[src/rtl/core/dts_pkg.sv]
// Package for the dual token bucket shaper: item structs, configuration
// register set, controller state and command/status types, fixed constants.
// No dependencies.
package dts_pkg;

  localparam int unsigned NowW    = 48;
  localparam int unsigned WaitW   = 48;
  localparam int unsigned BurstW  = 24;
  localparam int unsigned MtuW    = 16;
  localparam int unsigned PktW    = 16;
  localparam int unsigned RateW   = 32;
  localparam int unsigned CfgIdxW = 3;
  localparam int unsigned CfgW    = 32;
  localparam int unsigned FracW   = 16;
  localparam int unsigned RefillW = 26;

  localparam logic [RefillW-1:0] REFILL_CAP = 26'h2000000;
  localparam logic [63:0]        ROUND_HALF = 64'h8000;
  localparam logic [63:0]        ROUND_UP   = 64'hFFFF;

  localparam logic [BurstW-1:0] BURST_RST = 24'd125000;
  localparam logic [MtuW-1:0]   MTU_RST   = 16'd1500;

  // configuration register indexes
  localparam logic [CfgIdxW-1:0] CFG_BURST    = 3'd0;
  localparam logic [CfgIdxW-1:0] CFG_MTU      = 3'd1;
  localparam logic [CfgIdxW-1:0] CFG_RATE     = 3'd2;
  localparam logic [CfgIdxW-1:0] CFG_PEAK     = 3'd3;
  localparam logic [CfgIdxW-1:0] CFG_TPB_RATE = 3'd4;
  localparam logic [CfgIdxW-1:0] CFG_TPB_PEAK = 3'd5;

  typedef struct packed {
    logic [NowW-1:0] now_ticks;
    logic [PktW-1:0] packet_bytes;
  } in_item_t;

  typedef struct packed {
    logic              release_res;
    logic [WaitW-1:0]  wait_ticks;
    logic [BurstW-1:0] committed_level;
    logic [MtuW-1:0]   peak_level;
  } out_item_t;

  typedef struct packed {
    logic [BurstW-1:0] burst;
    logic [MtuW-1:0]   mtu;
    logic [RateW-1:0]  rate;
    logic [RateW-1:0]  peak;
    logic [RateW-1:0]  tpb_rate;
    logic [RateW-1:0]  tpb_peak;
  } cfg_t;

  typedef enum logic [2:0] {
    ST_IDLE,
    ST_MUL_LO,
    ST_MUL_HI,
    ST_REFILL,
    ST_EVAL,
    ST_MUL_WAIT,
    ST_DONE
  } state_e;

  typedef struct packed {
    logic load;
    logic mul_lo;
    logic mul_hi;
    logic refill;
    logic eval;
    logic mul_wait;
    logic commit;
  } cmd_t;

  typedef struct packed {
    logic released;
    logic out_free;
  } status_t;

endpackage

[src/rtl/core/dts_cfg_regs.sv]
// Configuration register file of the dual token bucket shaper.
// Depends on dts_pkg.
module dts_cfg_regs (
  input  logic                          clk_i,
  input  logic                          rst_ni,
  input  logic                          cfg_valid_i,
  output logic                          cfg_ready_o,
  input  logic [dts_pkg::CfgIdxW-1:0]   cfg_index_i,
  input  logic [dts_pkg::CfgW-1:0]      cfg_data_i,
  output dts_pkg::cfg_t                 cfg_o
);

  dts_pkg::cfg_t cfg_q, cfg_d;

  assign cfg_ready_o = 1'b1;

  always_comb begin
    cfg_d = cfg_q;
    if (cfg_valid_i) begin
      unique case (cfg_index_i)
        dts_pkg::CFG_BURST:    cfg_d.burst    = cfg_data_i[dts_pkg::BurstW-1:0];
        dts_pkg::CFG_MTU:      cfg_d.mtu      = cfg_data_i[dts_pkg::MtuW-1:0];
        dts_pkg::CFG_RATE:     cfg_d.rate     = cfg_data_i;
        dts_pkg::CFG_PEAK:     cfg_d.peak     = cfg_data_i;
        dts_pkg::CFG_TPB_RATE: cfg_d.tpb_rate = cfg_data_i;
        dts_pkg::CFG_TPB_PEAK: cfg_d.tpb_peak = cfg_data_i;
        default:               cfg_d = cfg_q;  // unused index, write dropped
      endcase
    end
  end

  always_ff @(posedge clk_i or negedge rst_ni) begin
    if (!rst_ni) begin
      cfg_q.burst    <= dts_pkg::BURST_RST;
      cfg_q.mtu      <= dts_pkg::MTU_RST;
      cfg_q.rate     <= '0;
      cfg_q.peak     <= '0;
      cfg_q.tpb_rate <= '0;
      cfg_q.tpb_peak <= '0;
    end else begin
      cfg_q <= cfg_d;
    end
  end

  assign cfg_o = cfg_q;

endmodule

[config.mk]
export PLATFORM = sky130hd
export DESIGN_NAME = dts_cfg_regs
export DESIGN_NICKNAME = d
export VERILOG_FILES = /design/src/rtl/core/dts_pkg.sv /design/src/rtl/core/dts_cfg_regs.sv
export SDC_FILE = /design/constraint.sdc
export NUM_CORES = 1
export LEC_CHECK = 0
export BUFFER_PORTS_ARGS = -buffer_cell sky130_fd_sc_hd__buf_4
export CAP_MARGIN = 20
export CORE_AREA = 8 8 155 157
export DETAILED_ROUTE_END_ITERATION = 16
export DIE_AREA = 0 0 163 165
export SLEW_MARGIN = 20
export SYNTH_ARGS = -nofsm -noshare
export SYNTH_HDL_FRONTEND = slang
export SYNTH_SLANG_ARGS = --single-unit
[constraint.sdc]
create_clock -name clk_i -period 0.8 [get_ports clk_i]
set_input_delay 0.08 -clock clk_i [delete_from_list [all_inputs] [get_ports clk_i]]
set_output_delay 0.08 -clock clk_i [all_outputs]
set_load 0.02 [all_outputs]
==> impl_metrics.toml, run 1 <==
[timing]
rsz0062_at_grt = "true"
fmax_ghz = 0.8537
fin_crit_ns = 1.171
finalHoldViolations = 0
final_max_slew_viol_count = 0
whs_ns = 0.1056
post-route-period-util_pct = 146.4
finClkSkew_ns = 0
worst_slack_ns = -0.3714
setup_viol = 308

[place]
port_buffers = 205
dp_hpwl_mm = 13.08
routabilityCongestion = 0.7259
pre_cts_ws_ns = -0.6091

[run]
drv_cap = 0

[power_and_ir_drop]
p_per_area_nw_per_um2 = 2782
peakVddDrop_mv = 1.615
p_total_w = 0.03345
p_leak_nw = 5.815

[finish]
drive_above_1_share_pct = 74.60
diodes = 0
final_nets = 781
multi_input_area_um2 = 2529
fillCellCount = 1648
seqCellArea_um2 = 4222
largest_register_ffs = 168
area_delta_synth_final_pct = 88.97

[yosys]
yosysWarnings = 0
ys_seq_area_share_pct = 66.35
syn_nets = 401
ys_seq_elements = 168
synth.area.top_cells = "dfrtp_1 61%, mux2_2 27%, dfstp_2 5.8%"
syn-cell-area_um2 = 6362
synthCells = 363
syn_area_per_cell_um2 = 17.53
ys_types = 12
netlist.area_leader.share_pct = 60.57
synth_top_cell_by_area = "dfrtp_1"

[drt]
vias = 4565
drtAntennaViolNets = 0
routed_wl_mm = 22.32
post_drt_wl_per_cell_um = 21.55
viasPerCell = 4.406
drc = 0
dr.first_iter.drc_count = 160
dr.pass1.iters = 4

[floorplanning]
num_rows = 54
start_util_pct = 29.61
coreArea_um2 = 21490
num_io_pins = 207
die_x_um = 163
die_y_um = 165
die_area_um2 = 26900

[worst_setup_path]
critPathMaxFanout = 2
crit_chain = "buf_6"
arrival_ns = 1.09
start_kind = "flop"
end_kind = "primary output"
required_ns = 0.72
crit_slowest_cell = "dfstp_2"
cpPeakStageDelay_ns = 0.55
worst-path-buf-inv = 1
critPathKind = "reg2out"
crit_family = "flip-flops"

[cts]
cts_tree = "done"
cts.htree.levels = 4
clockRootBuffer = "clkbuf_16"
clk_latency_ns = 0.41
cts_max_path_buffers = 2
cts_buffers = 17
cts.clk_slew.worst_paths_ns = 0.07
cts.sinks = 168

[global_route]
overflow = 0
grt_usage_pct = 16.51
grt_pass1_wl_mm = 33.21
antenna_found_initial = 0
grt_max_degree = 26
grt_pass1_vias = 5353

[run_status]
violations = "setup timing"
outcome = "finished, violations left"

[min_path]
hp-class = "in2async"
[synthesized netlist by cell type]
master,count
nor4bb_1,2
and4bb_1,1
dfrtp_1,154
buf_4,1
conb_1,1
nand4b_1,2
dfstp_2,14
buf_2,8
mux2_2,153
mux2_1,15
nor4b_4,1
buf_6,11
[area by class of cell]
cell class | instances | area share [%]
repair buffers | 381 | 35.83
flip-flops and latches | 168 | 35.11
multi-input cells | 175 | 21.03
clock buffers | 21 | 3.913
well taps | 280 | 2.914
clock inverters | 11 | 1.197
[worst reg2reg max path, cell delays in order (launching register included)]
cell and delay, ns:
dfrtp_1 0.41, buf_4 0.15, mux2_4 0.26
[per-layer routing]
layer | GRT usage, % | routed length (um) | up-vias
met2 | 29.69 | 11680 | 142
met5 | 0 | 0 | -
met1 | 18.35 | 8726 | 2367
met4 | 3.962 | 429 | 0
met3 | 5.833 | 1482 | 20
li1 | - | - | 2036
[metrics by stage]
stage	std cells	TNS [ns]	area [um^2]	utilization (%)
CTS	1019	-55.87	11770	54.76
global placement	863	-84.71	8896	41.40
finish	1036	-52.90	12020	55.96
detailed placement	863	-88.13	8896	41.40
global route	1036	-62.00	12020	55.96
floorplan	363	-53.21	6819	-
[cell families (layout without fill, tap and decap cells)]
family	after synthesis	count (layout)	share of synthesized area (%)
mux	168	168	29.73
other cells	1	1	0.05894
simple gates	6	6	1.160
buf+inv	20	413	2.694
flops	168	168	66.35
[cells in the final DEF (no fill, tap or decap)]
cell type / count
buf_12: 31
buf_16: 4
mux2_2: 27
clkbuf_8: 3
clkinv_4: 2
conb_1: 1
mux2_4: 141
clkbuf_16: 17
dfrtp_1: 154
dlygate4sd3_1: 33
bufinv_16: 3
buf_6: 239
inv_6: 1
dfstp_2: 14
clkbuf_1: 1
nand4b_1: 2
clkinvlp_4: 1
buf_4: 74
nor4bb_4: 2
clkinv_2: 4
nor4b_4: 1
and4bb_1: 1
[report_power, final]
| group | leakage, nW | switching [W] | total, W | internal [W] |
|---|---|---|---|---|
| sequential | 2.00 | 0.00164 | 0.0121 | 0.0105 |
| clock | 0.303 | 0.00342 | 0.00859 | 0.00517 |
| combinational | 3.52 | 0.00489 | 0.0127 | 0.00783 |
| total | 5.81 | 0.00995 | 0.0335 | 0.0235 |
[what timing repair did]
item                                    4_1_cts  5_1_grt
cloned                                       14        0
endpoints found under the setup margin      328      327
buffers inserted                             77       47
hold buffers                                 33        0
pin swaps                                     3        3
gates resized for setup                     254       72
hold endpoints to repair                    327        0
[path summary, 6_finish.rpt]
path | start | endpoint | slack (ns) | cells after the start
worst max-delay path | cfg_o[155] | cfg_o[155] | -0.37 | 1
worst min-delay path | rst_ni | cfg_o[58] | 0.11 | 2
worst max register to register | cfg_o[113] | cfg_o[113] | -0.12 | 2
worst min register to register | cfg_o[94] | cfg_o[94] | 0.53 | 1
max in group asynchronous | rst_ni | cfg_o[136] | 0.18 | 3
min in group clk_i | cfg_index_i[1] | cfg_o[161] | 0.30 | 5
No activity file was read; power rests on OpenSTA's default activity.
==> inputs of run 2 (changes only) <==
CORE_AREA = 8 8 126 128   (was 8 8 155 157)
CTS_BUF_LIST = sky130_fd_sc_hd__clkbuf_8   (was unset)
DIE_AREA = 0 0 134 136   (was 0 0 163 165)
PLACE_DENSITY = 0.77   (was unset)
RECOVER_POWER = 25   (was unset)
==> run 2 against run 1 <==
- the run still ends with setup timing left
- via count up 6.8%
- clock-buffer cell count unchanged
- non-clock buffer count up 11
- register-to-register slack worse by 0.09 ns
- setup slack worse by 0.036 ns
- cell count down 8.2%
- critical path type unchanged
- largest cell class unchanged
- largest power group unchanged
==> impl_metrics.toml, run 2 (synthesis gave the netlist of run 1 again) <==
[global_route]
overflow = 0
grt_pass1_wl_mm = 33.44
antenna_found_initial = 0
grt_max_degree = 38
grt_pass1_vias = 5484
grt_usage_pct = 24.27

[worst_setup_path]
crit_family = "flip-flops"
crit_chain = "buf_6"
worst-path-buf-inv = 1
critPathMaxFanout = 2
crit_slowest_cell = "dfstp_2"
end_kind = "primary output"
arrival_ns = 1.13
critPathKind = "reg2out"
required_ns = 0.72
cpPeakStageDelay_ns = 0.57
start_kind = "flop"

[run_status]
violations = "setup timing"
outcome = "finished, violations left"

[floorplanning]
coreArea_um2 = 14040
die_area_um2 = 18220
die_x_um = 134
start_util_pct = 45.32
die_y_um = 136
num_io_pins = 207
num_rows = 44

[cts]
cts_tree = "done"
cts.htree.levels = 4
cts.sinks = 168
clockRootBuffer = "clkbuf_8"
clk_latency_ns = 0.44
cts_max_path_buffers = 2
cts_buffers = 17
cts.clk_slew.worst_paths_ns = 0.08

[finish]
multi_input_area_um2 = 2623
final_nets = 792
diodes = 0
area_delta_synth_final_pct = 87.51
design_area_um2 = 11930
drive_above_1_share_pct = 74.71
largest_register_ffs = 168
seqCellArea_um2 = 4222
final_common_cell = "buf_6"
fillCellCount = 616
mostFrequentLayoutCells = "263 x buf_6, 165 x mux2_4, 154 x dfrtp_1"

[timing]
finClkSkew_ns = 0
final_max_slew_viol_count = 0
worst_slack_ns = -0.4074
rsz0062_at_grt = "true"
finalHoldViolations = 0
fmax_ghz = 0.8282
fin_crit_ns = 1.207
worstMarginPinSlew_ns = 0.7566
setup_viol = 491
maxSlewHeadroom_pct = 49.56
post-route-period-util_pct = 150.9

[drt]
routed_wl_mm = 25.23
drc = 0
dr.first_iter.drc_count = 244
drtAntennaViolNets = 0
dr.pass1.iters = 4
viasPerCell = 5.126
post_drt_wl_per_cell_um = 26.53
vias = 4875

[place]
dp_hpwl_mm = 11.88
placed_area_um2 = 8701
port_buffers = 205
pre_cts_ws_ns = -0.6016
routabilityCongestion = 0.8162

[power_and_ir_drop]
p_leak_nw = 5.936
peakVddDrop_mv = 1.754
p_per_area_nw_per_um2 = 2702
p_total_w = 0.03224

[run]
drv_cap = 0

[min_path]
hp-class = "in2async"
-- run 2: worst paths after layout --
kind | endpoint | slack, ns | cells after the start | from
setup / recovery | cfg_o[132] | -0.41 | 1 | cfg_o[132]
hold / removal | cfg_o[75] | 0.24 | 2 | rst_ni
setup reg to reg | cfg_o[97] | -0.21 | 3 | cfg_o[97]
hold reg to reg | cfg_o[23] | 0.54 | 1 | cfg_o[23]
max in group asynchronous | cfg_o[130] | -0.15 | 3 | rst_ni
min in group clk_i | cfg_o[160] | 0.29 | 5 | cfg_index_i[1]
-- run 2: final cells by class --
type | count | area share (%)
multi-input cells | 175 | 21.98
well taps | 184 | 1.930
clock buffers | 21 | 2.423
repair buffers | 392 | 37.18
clock inverters | 11 | 1.101
flip-flops and latches | 168 | 35.39
-- run 2: routing by layer --
layer / vias up / GRT usage, % / share of wire [%]
li1: 2058 / - / -
met1: 2576 / 26.82 / 38
met2: 203 / 43.45 / 53
met3: 38 / 6.689 / 6.4
met4: 0 / 9.857 / 2.7
met5: - / 0 / 0
-- run 2: repair_timing --
action	in CTS	in global routing
hold buffers	33	0
setup buffers	85	60
resized for setup	229	132
pin swaps	2	4
setup endpoints to repair	284	334
gates cloned	9	8
endpoints found under the hold margin	336	0
-- run 2: stage by stage --
step / setup TNS, ns / hold WS (ns) / utilization, % / cells
finish: -80.03 / 0.2375 / 84.98 / 951
global placement: -80.63 / -0.04236 / 61.98 / 757
floorplan: -53.21 / -0.2156 / - / 363
global route: -100.72 / 0.2653 / 84.98 / 951
CTS: -62.97 / 0.05399 / 79.93 / 916
detailed placement: -87.02 / -0.03583 / 61.98 / 757
-- run 2: power by group --
group | switching [W] | leakage, nW | internal (W) | total (W)
clock network | 0.00300 | 0.227 | 0.00338 | 0.00638
registers | 0.00182 | 2.00 | 0.0105 | 0.0123
logic | 0.00529 | 3.71 | 0.00826 | 0.0136
total | 0.0101 | 5.94 | 0.0221 | 0.0322
