File: config.mk
export PLATFORM = sky130hd
export DESIGN_NAME = dts_ctrl
export DESIGN_NICKNAME = d
export VERILOG_FILES = /design/src/rtl/core/dts_pkg.sv /design/src/rtl/core/dts_ctrl.sv
export SDC_FILE = /design/constraint.sdc
export NUM_CORES = 1
export LEC_CHECK = 0
export BUFFER_PORTS_ARGS = -buffer_cell sky130_fd_sc_hd__buf_2
export CAP_MARGIN = 20
export CORE_AREA = 5 5 42 44
export CTS_CLUSTER_SIZE = 8
export DETAILED_ROUTE_END_ITERATION = 7
export DIE_AREA = 0 0 47 49
export MAX_ROUTING_LAYER = met4
export PLACE_DENSITY = 0.39
export RECOVER_POWER = 50
export SLEW_MARGIN = 20
export SYNTH_ARGS = -nofsm -noshare
export SYNTH_HDL_FRONTEND = slang
export SYNTH_SLANG_ARGS = --single-unit
export TNS_END_PERCENT = 10
File: constraint.sdc
create_clock -name clk_i -period 2.1 [get_ports clk_i]
set_input_delay 0.105 -clock clk_i [delete_from_list [all_inputs] [get_ports clk_i]]
set_output_delay 0.105 -clock clk_i [all_outputs]
set_load 0.005 [all_outputs]
File: src/rtl/core/dts_pkg.sv
// Package for the dual token bucket shaper: item structs, configuration
// register set, controller state and command/status types, fixed constants.
// No dependencies.
package dts_pkg;

  localparam int unsigned NowW    = 48;
  localparam int unsigned WaitW   = 48;
  localparam int unsigned BurstW  = 24;
  localparam int unsigned MtuW    = 16;
  localparam int unsigned PktW    = 16;
  localparam int unsigned RateW   = 32;
  localparam int unsigned CfgIdxW = 3;
  localparam int unsigned CfgW    = 32;
  localparam int unsigned FracW   = 16;
  localparam int unsigned RefillW = 26;

  localparam logic [RefillW-1:0] REFILL_CAP = 26'h2000000;
  localparam logic [63:0]        ROUND_HALF = 64'h8000;
  localparam logic [63:0]        ROUND_UP   = 64'hFFFF;

  localparam logic [BurstW-1:0] BURST_RST = 24'd125000;
  localparam logic [MtuW-1:0]   MTU_RST   = 16'd1500;

  // configuration register indexes
  localparam logic [CfgIdxW-1:0] CFG_BURST    = 3'd0;
  localparam logic [CfgIdxW-1:0] CFG_MTU      = 3'd1;
  localparam logic [CfgIdxW-1:0] CFG_RATE     = 3'd2;
  localparam logic [CfgIdxW-1:0] CFG_PEAK     = 3'd3;
  localparam logic [CfgIdxW-1:0] CFG_TPB_RATE = 3'd4;
  localparam logic [CfgIdxW-1:0] CFG_TPB_PEAK = 3'd5;

  typedef struct packed {
    logic [NowW-1:0] now_ticks;
    logic [PktW-1:0] packet_bytes;
  } in_item_t;

  typedef struct packed {
    logic              release_res;
    logic [WaitW-1:0]  wait_ticks;
    logic [BurstW-1:0] committed_level;
    logic [MtuW-1:0]   peak_level;
  } out_item_t;

  typedef struct packed {
    logic [BurstW-1:0] burst;
    logic [MtuW-1:0]   mtu;
    logic [RateW-1:0]  rate;
    logic [RateW-1:0]  peak;
    logic [RateW-1:0]  tpb_rate;
    logic [RateW-1:0]  tpb_peak;
  } cfg_t;

  typedef enum logic [2:0] {
    ST_IDLE,
    ST_MUL_LO,
    ST_MUL_HI,
    ST_REFILL,
    ST_EVAL,
    ST_MUL_WAIT,
    ST_DONE
  } state_e;

  typedef struct packed {
    logic load;
    logic mul_lo;
    logic mul_hi;
    logic refill;
    logic eval;
    logic mul_wait;
    logic commit;
  } cmd_t;

  typedef struct packed {
    logic released;
    logic out_free;
  } status_t;

endpackage

File: src/rtl/core/dts_ctrl.sv
// Sequencing FSM of the dual token bucket shaper: steps one transaction
// through the datapath. Depends on dts_pkg.
module dts_ctrl (
  input  logic             clk_i,
  input  logic             rst_ni,
  input  logic             in_valid_i,
  output logic             in_ready_o,
  input  dts_pkg::status_t status_i,
  output dts_pkg::cmd_t    cmd_o
);

  dts_pkg::state_e state_q, state_d;

  always_comb begin
    state_d = state_q;
    unique case (state_q)
      dts_pkg::ST_IDLE:     if (in_valid_i) state_d = dts_pkg::ST_MUL_LO;
      dts_pkg::ST_MUL_LO:   state_d = dts_pkg::ST_MUL_HI;
      dts_pkg::ST_MUL_HI:   state_d = dts_pkg::ST_REFILL;
      dts_pkg::ST_REFILL:   state_d = dts_pkg::ST_EVAL;
      dts_pkg::ST_EVAL:     state_d = dts_pkg::ST_MUL_WAIT;
      dts_pkg::ST_MUL_WAIT: state_d = dts_pkg::ST_DONE;
      dts_pkg::ST_DONE:     if (status_i.out_free) state_d = dts_pkg::ST_IDLE;
      default:              state_d = dts_pkg::ST_IDLE;
    endcase
  end

  always_comb begin
    cmd_o      = '0;
    in_ready_o = 1'b0;
    unique case (state_q)
      dts_pkg::ST_IDLE: begin
        in_ready_o  = 1'b1;
        cmd_o.load  = in_valid_i;
      end
      dts_pkg::ST_MUL_LO:   cmd_o.mul_lo   = 1'b1;
      dts_pkg::ST_MUL_HI:   cmd_o.mul_hi   = 1'b1;
      dts_pkg::ST_REFILL:   cmd_o.refill   = 1'b1;
      dts_pkg::ST_EVAL:     cmd_o.eval     = 1'b1;
      dts_pkg::ST_MUL_WAIT: cmd_o.mul_wait = 1'b1;
      dts_pkg::ST_DONE:     cmd_o.commit   = status_i.out_free;
      default:              cmd_o          = '0;
    endcase
  end

  always_ff @(posedge clk_i or negedge rst_ni) begin
    if (!rst_ni) begin
      state_q <= dts_pkg::ST_IDLE;
    end else begin
      state_q <= state_d;
    end
  end

  // a held result stalls the writeback step
  assert property (@(posedge clk_i) disable iff (!rst_ni)
    state_q == dts_pkg::ST_DONE && !status_i.out_free |=> state_q == dts_pkg::ST_DONE)
    else $error("writeback left while output slot busy");

  // an accepted transaction always starts the low multiply next
  assert property (@(posedge clk_i) disable iff (!rst_ni)
    in_valid_i && in_ready_o |=> state_q == dts_pkg::ST_MUL_LO)
    else $error("accepted transaction did not start");

endmodule

==> results.md, run 1 <==
- Status: finished, final reports clean
- CP Data Required Time: 2.00 ns
- Nets: 42
- Clk buf depth: 2
- WP buf/inv: 1
- Finished Layout Cells: 52
- Area after DPL: 255 sq um
- Total CTS buffers: 3
- Pwr/cell area: 1450 nW/um^2
- Critical path startpoint category: register
- Largest register by flop count: state_q
- DRT Pass-1 Iters: 3
- Max H-tree Level: 1
- Core ar.: 1400 sq um
- Setup violations, final: 0
- Min-delay src: status_i[0]
- Slew Viols, Final: 0
- Distinct cells, synth: 14
- Routed WL per cell: 9.19 microns
- Mapped Area: 191 sq um
- Synthesized instance count: 21
- GPL Wtd Cong: 0.582
- VDD IR max: 0.354 mV
- Share of cells above drive strength 1: 0.389
- Clock Skew: 0.000632 ns
- Number of global-route vias before repair: 216
- First-pass GRT wire length: 841 microns
- Total grt overflow: 0
- Hold Vio Cnt, Final: 0
- Fin Hold WS: 0.196 ns
- CTS tree: built
- Maxcap violations: 0
- Clk pin slew, worst setup/hold paths: 0.04 ns
- Initial antenna violation count: 0
- Setup bufs post-CTS: 0
- Slew @ Worst Pin: 0.277 ns
- Final Util: 0.206
- Total Wirelength: 478 microns
- FF-to-FF End: state_q[2]$_DFFE_PN0P_
- Post-route ant nets: 0
- Max FFs per register: 3
- Clock latency on the worst-skew pair: 0.24 ns
- Clock root buffer: clkbuf_4
- Hold EP: state_q[1]$_DFFE_PN0P_
- Design Area, Final: 289 sq um
- RSZ-0062 raised after global routing: no
- Critical path endpoint category: output port
- Type of the most critical hold path: in -> reg
- Largest net degree at the start of global routing: 10
- Worst r2r src: state_q[2]$_DFFE_PN0P_
- Synthesis-to-finish area growth: 51.0%
- Setup TNS: 0 ns
- Die Wd: 47 microns
- Die Area: 2300 sq um
- Starting Density: 0.137
- DP Worst Slack: 1.08 ns
- Ant diodes: 0
- Setup slack, reg-to-reg: 1.10 ns
- Final WS setup: 0.838 ns
- Worst reg-to-reg path cell count: 2
- All-Layer GR Usage: 0.0564
- Synth Net Count: 26
- Drc violations: 0
- Total Power: 0.418 mW
- Largest registers: state_q (3)
- Critical path's slowest cell: dfrtp_1
- Number of port buffers: 11
- Critical path data arrival time: 1.16 ns
- Initial DRC Count: 5
- Hold-critical path depth: 3
- Crit-path max cell delay: 0.46 ns
- #FFs+latches synth: 3
- Setup CP Type: reg -> out
- # rows: 14
- Final Cycle Share: 0.601
- Vias: 201
- Max-slew headroom: 0.815
- Seq/Total Area, Yosys: 0.392
- Crit-path cells: nor3_2 -> and2_1 -> buf_2
- PostCTS Resize Cnt: 0
- Crit path max fanout: 9
- Cell family with most CP delay: flip-flops
- Via-per-instance ratio: 3.87
- Die Ht: 49 microns
- Clock Sinks: 3
- Tmin final: 1.26 ns
- Num ports: 13
- Yosys warnings: 0
- Critical path origin: state_q[1]$_DFFE_PN0P_
- Lkg Pwr: 0.146 nW
- Placed Cells: 47
- Max Clock Freq: 0.792 GHz
- Syn avg cell area: 9.12 sq um
[placed cells by master, fill, tap and decap left out, drive strengths merged]
cell type    netlist  final
a21o               1      1
a211oi             1      1
clkbuf             0      6
buf                1      9
nor3               3      3
inv                1      1
nand2b             2      2
nor2b              1      1
dlygate4sd3        0      1
o21ai              2      2
and2               2      2
nor2               2      2
dfrtp              3      3
and3b              1      1
nor3b              1      1
[synth_stat cells]
| cell type | count | area [sq um] |
|---|---|---|
| a211oi_1 | 1 | 7.51 |
| a21o_1 | 1 | 7.51 |
| and2_1 | 2 | 12.5 |
| and3b_2 | 1 | 10.0 |
| buf_6 | 1 | 11.3 |
| dfrtp_1 | 3 | 75.1 |
| inv_1 | 1 | 3.75 |
| nand2b_1 | 2 | 12.5 |
| nor2_1 | 2 | 7.51 |
| nor2b_1 | 1 | 6.26 |
| nor3_1 | 2 | 10.0 |
| nor3_2 | 1 | 10.0 |
| nor3b_1 | 1 | 7.51 |
| o21ai_0 | 2 | 10.0 |
[worst max-delay path by stage]
stage	endpoint	slack (ns)	depth (start not counted)
after global placement	cmd_o[6]	1.09	3
after CTS	cmd_o[6]	0.82	3
final	cmd_o[6]	0.84	3
after detailed placement	cmd_o[6]	1.08	3
after global routing	cmd_o[6]	0.71	3
after floorplan	state_q[2]$_DFFE_PN0P_	1.18	2
[layer usage]
layer | GRT usage | vias to the layer above | wire (microns)
met4 | 0.0415 | 0 | 0
met5 | - | - | 0
met2 | 0.0588 | 12 | 181
met3 | 0.0443 | 0 | 62
li1 | - | 102 | -
met1 | 0.0686 | 87 | 233
[report_power, final]
part | internal [mW] | total [mW] | switching [mW]
clock network | 0.0715 | 0.106 | 0.0343
registers | 0.0868 | 0.148 | 0.0612
logic | 0.0942 | 0.165 | 0.0703
[worst register-to-register path: cells and delay by family (launching register included)]
kind | cells | cell delay [ns]
flip-flops | 1 | 0.49
AND/OR/NAND/NOR | 1 | 0.26
AO/OA/AOI/OAI | 1 | 0.14
[kinds of logic after synthesis]
kind of cell | count (synthesis) | synth area share
compound gates | 4 | 0.131
flops | 3 | 0.392
buf+inv | 2 | 0.0784
simple gates | 12 | 0.399
[cell type report]
class                      count  area [sq um]
clock buffer                   4          26.3
fill                         169          1110
multi-input combinational     16           101
timing repair buffer          12          62.6
sequential                     3          75.1
inverter                       1          3.75
tap                           16          20.0
[repair_timing]
item,CTS,global route
hold buffers,1,0
hold endpoints to repair,3,0
setup endpoints to repair,0,0
(Power assumes the default switching activity.)
==> run 2: changes to the inputs <==
==> constraint.sdc (replaced) <==
create_clock -name clk_i -period 1.19 [get_ports clk_i]
set_input_delay 0.0595 -clock clk_i [delete_from_list [all_inputs] [get_ports clk_i]]
set_output_delay 0.0595 -clock clk_i [all_outputs]
set_load 0.005 [all_outputs]
==> run 2 against run 1 <==
Via count shrank 0.50%. Highest routed layer unchanged. Clock skew up 0.0016 ns. Largest power group unchanged. Cell area rose by 7.4%. Sequential power increased by 91%. Critical path type unchanged. Combinational power is 110% higher. Largest cell class unchanged. Worst setup slack worse by 0.81 ns. Critical path depth unchanged. First-iteration DRC count decreased by 80%. Cell count grew 1.9%. Routed wire length is 7.3% higher.
==> results.md, run 2 (synthesized netlist as in run 1, its figures left out) <==
- Clock Skew: 0.00226 ns
- Status: finished, final reports clean
- Synthesis-to-finish area growth: 62.1%
- Starting Density: 0.137
- Max-slew headroom: 0.874
- Sequential power share: 0.346
- Crit path max fanout: 6
- Lkg Pwr: 0.155 nW
- Largest register by flop count: state_q
- Commonest non-fill, non-tap cell in the layout: buf_2
- Critical path startpoint category: register
- Setup slack, reg-to-reg: 0.22 ns
- Setup TNS: 0 ns
- Crit-path max cell delay: 0.44 ns
- First-pass GRT wire length: 828 microns
- Met3 wire length: 64 microns
- Nets: 43
- Drc violations: 0
- Clock root buffer: clkbuf_4
- Net Sw Frac: 0.393
- Total grt overflow: 0
- Crit-path cells: nor3_4 -> and2_1 -> buf_2
- Ant diodes: 0
- All-Layer GR Usage: 0.0557
- # rows: 14
- Share of cells above drive strength 1: 0.541
- Core ar.: 1400 sq um
- Area after DPL: 255 sq um
- Slew @ Worst Pin: 0.190 ns
- Psw: 0.321 mW
- Comb pwr share: 0.425
- Setup CP Type: reg -> out
- Final Cycle Share: 0.980
- Met2 WL post-DR: 184 microns
- Tmin final: 1.17 ns
- Worst r2r src: state_q[1]$_DFFE_PN0P_
- Int Power: 0.497 mW
- Type of the most critical hold path: in -> reg
- Largest net degree at the start of global routing: 10
- Hold Vio Cnt, Final: 0
- Total Power: 0.818 mW
- Clock latency on the worst-skew pair: 0.24 ns
- Largest registers: state_q (3)
- Initial antenna violation count: 0
- Max FFs per register: 3
- Max H-tree Level: 1
- Die Area: 2300 sq um
- GPL Wtd Cong: 0.586
- Critical path data arrival time: 1.11 ns
- Fin Hold WS: 0.147 ns
- FF-to-FF End: state_q[0]$_DFFE_PN0P_
- Initial DRC Count: 1
- Critical path endpoint category: output port
- CTS tree: built
- Total Wirelength: 513 microns
- Design Area, Final: 310 sq um
- Via-per-instance ratio: 3.77
- Die Wd: 47 microns
- Setup violations, final: 0
- Number of port buffers: 11
- Post-route ant nets: 0
- Number of global-route vias before repair: 203
- Vias: 200
- Most used cells in the layout excluding fill and tap cells: buf_2 (10), clkbuf_4 (3), dfrtp_2 (3)
- Critical path's slowest cell: dfrtp_2
- Clk pin slew, worst setup/hold paths: 0.04 ns
- DRT Pass-1 Iters: 4
- Max Clock Freq: 0.857 GHz
- Die Ht: 49 microns
- CP Data Required Time: 1.13 ns
- RSZ-0062 raised after global routing: yes
- Clk buf depth: 2
- Pwr/cell area: 2640 nW/um^2
- Clock Sinks: 3
- Routed WL per cell: 9.68 microns
- Total CTS buffers: 3
- Final Util: 0.221
- Worst reg-to-reg path cell count: 3
- Maxcap violations: 0
- Critical path origin: state_q[1]$_DFFE_PN0P_
- Num ports: 13
- Slew Viols, Final: 0
- VDD IR max: 0.767 mV
- DR top layer: met3
- Worst setup path endpoint: cmd_o[6]
- Clock network power share: 0.229
- M1 WL: 264 microns
run 2: cell count changes in the layout (fill, tap and decap cells not counted):
cell      before  now
and2_1         2    1
and2_4         0    1
buf_2          9   10
buf_4          0    1
clkbuf_1       3    2
dfrtp_1        3    0
dfrtp_2        0    3
nor3_2         1    0
nor3_4         0    1
run 2: layout make-up:
| cell class | count | area, sq um |
|---|---|---|
| multi-input cells | 16 | 110 |
| clock buffers | 4 | 26.3 |
| well taps | 16 | 20.0 |
| flip-flops and latches | 3 | 78.8 |
| inverters | 1 | 3.75 |
| fillers | 164 | 1090 |
| repair buffers | 13 | 71.3 |
run 2: metal layers:
metal / vias up / global-route usage
li1: 104 / -
met1: 84 / 0.0730
met2: 12 / 0.0520
met3: 0 / 0.0443
met4: 0 / 0.0415
met5: - / -
run 2: worst min-delay path by stage:
stage | startpoint | depth (start not counted) | endpoint
2_1_floorplan | rst_ni | 0 | state_q[0]$_DFFE_PN0P_
3_3_place_gp | rst_ni | 1 | state_q[2]$_DFFE_PN0P_
3_5_place_dp | rst_ni | 1 | state_q[2]$_DFFE_PN0P_
4_1_cts | rst_ni | 2 | state_q[2]$_DFFE_PN0P_
5_1_grt | status_i[0] | 3 | state_q[1]$_DFFE_PN0P_
6_report | status_i[0] | 3 | state_q[1]$_DFFE_PN0P_
run 2: power groups by stage:
stage               clock network (mW)  logic, mW  registers (mW)
floorplan                            0      0.240           0.214
global placement                     0      0.299           0.270
detailed placement                   0      0.299           0.266
CTS                              0.191      0.304           0.271
global route                     0.207      0.393           0.306
finish                           0.187      0.348           0.283
run 2: metrics by stage:
step / std cells / worst slack [ns]
finish: 53 / 0.0237
CTS: 52 / -0.0189
global placement: 47 / 0.185
detailed placement: 47 / 0.186
global route: 53 / -0.0682
floorplan: 21 / 0.266
run 2: what timing repair did:
| action | CTS | global route |
|---|---|---|
| endpoints found under the setup margin | 3 | 4 |
| resized for setup | 2 | 6 |
| hold buffers | 1 | 0 |
| buffers inserted | 0 | 1 |
| hold endpoints to repair | 3 | 0 |
run 2: worst max-delay path, delay by kind of cell, from the launching register on:
kind,cells,cell delay [ns]
simple gates,2,0.32
buf+inv,1,0.10
flops,1,0.44
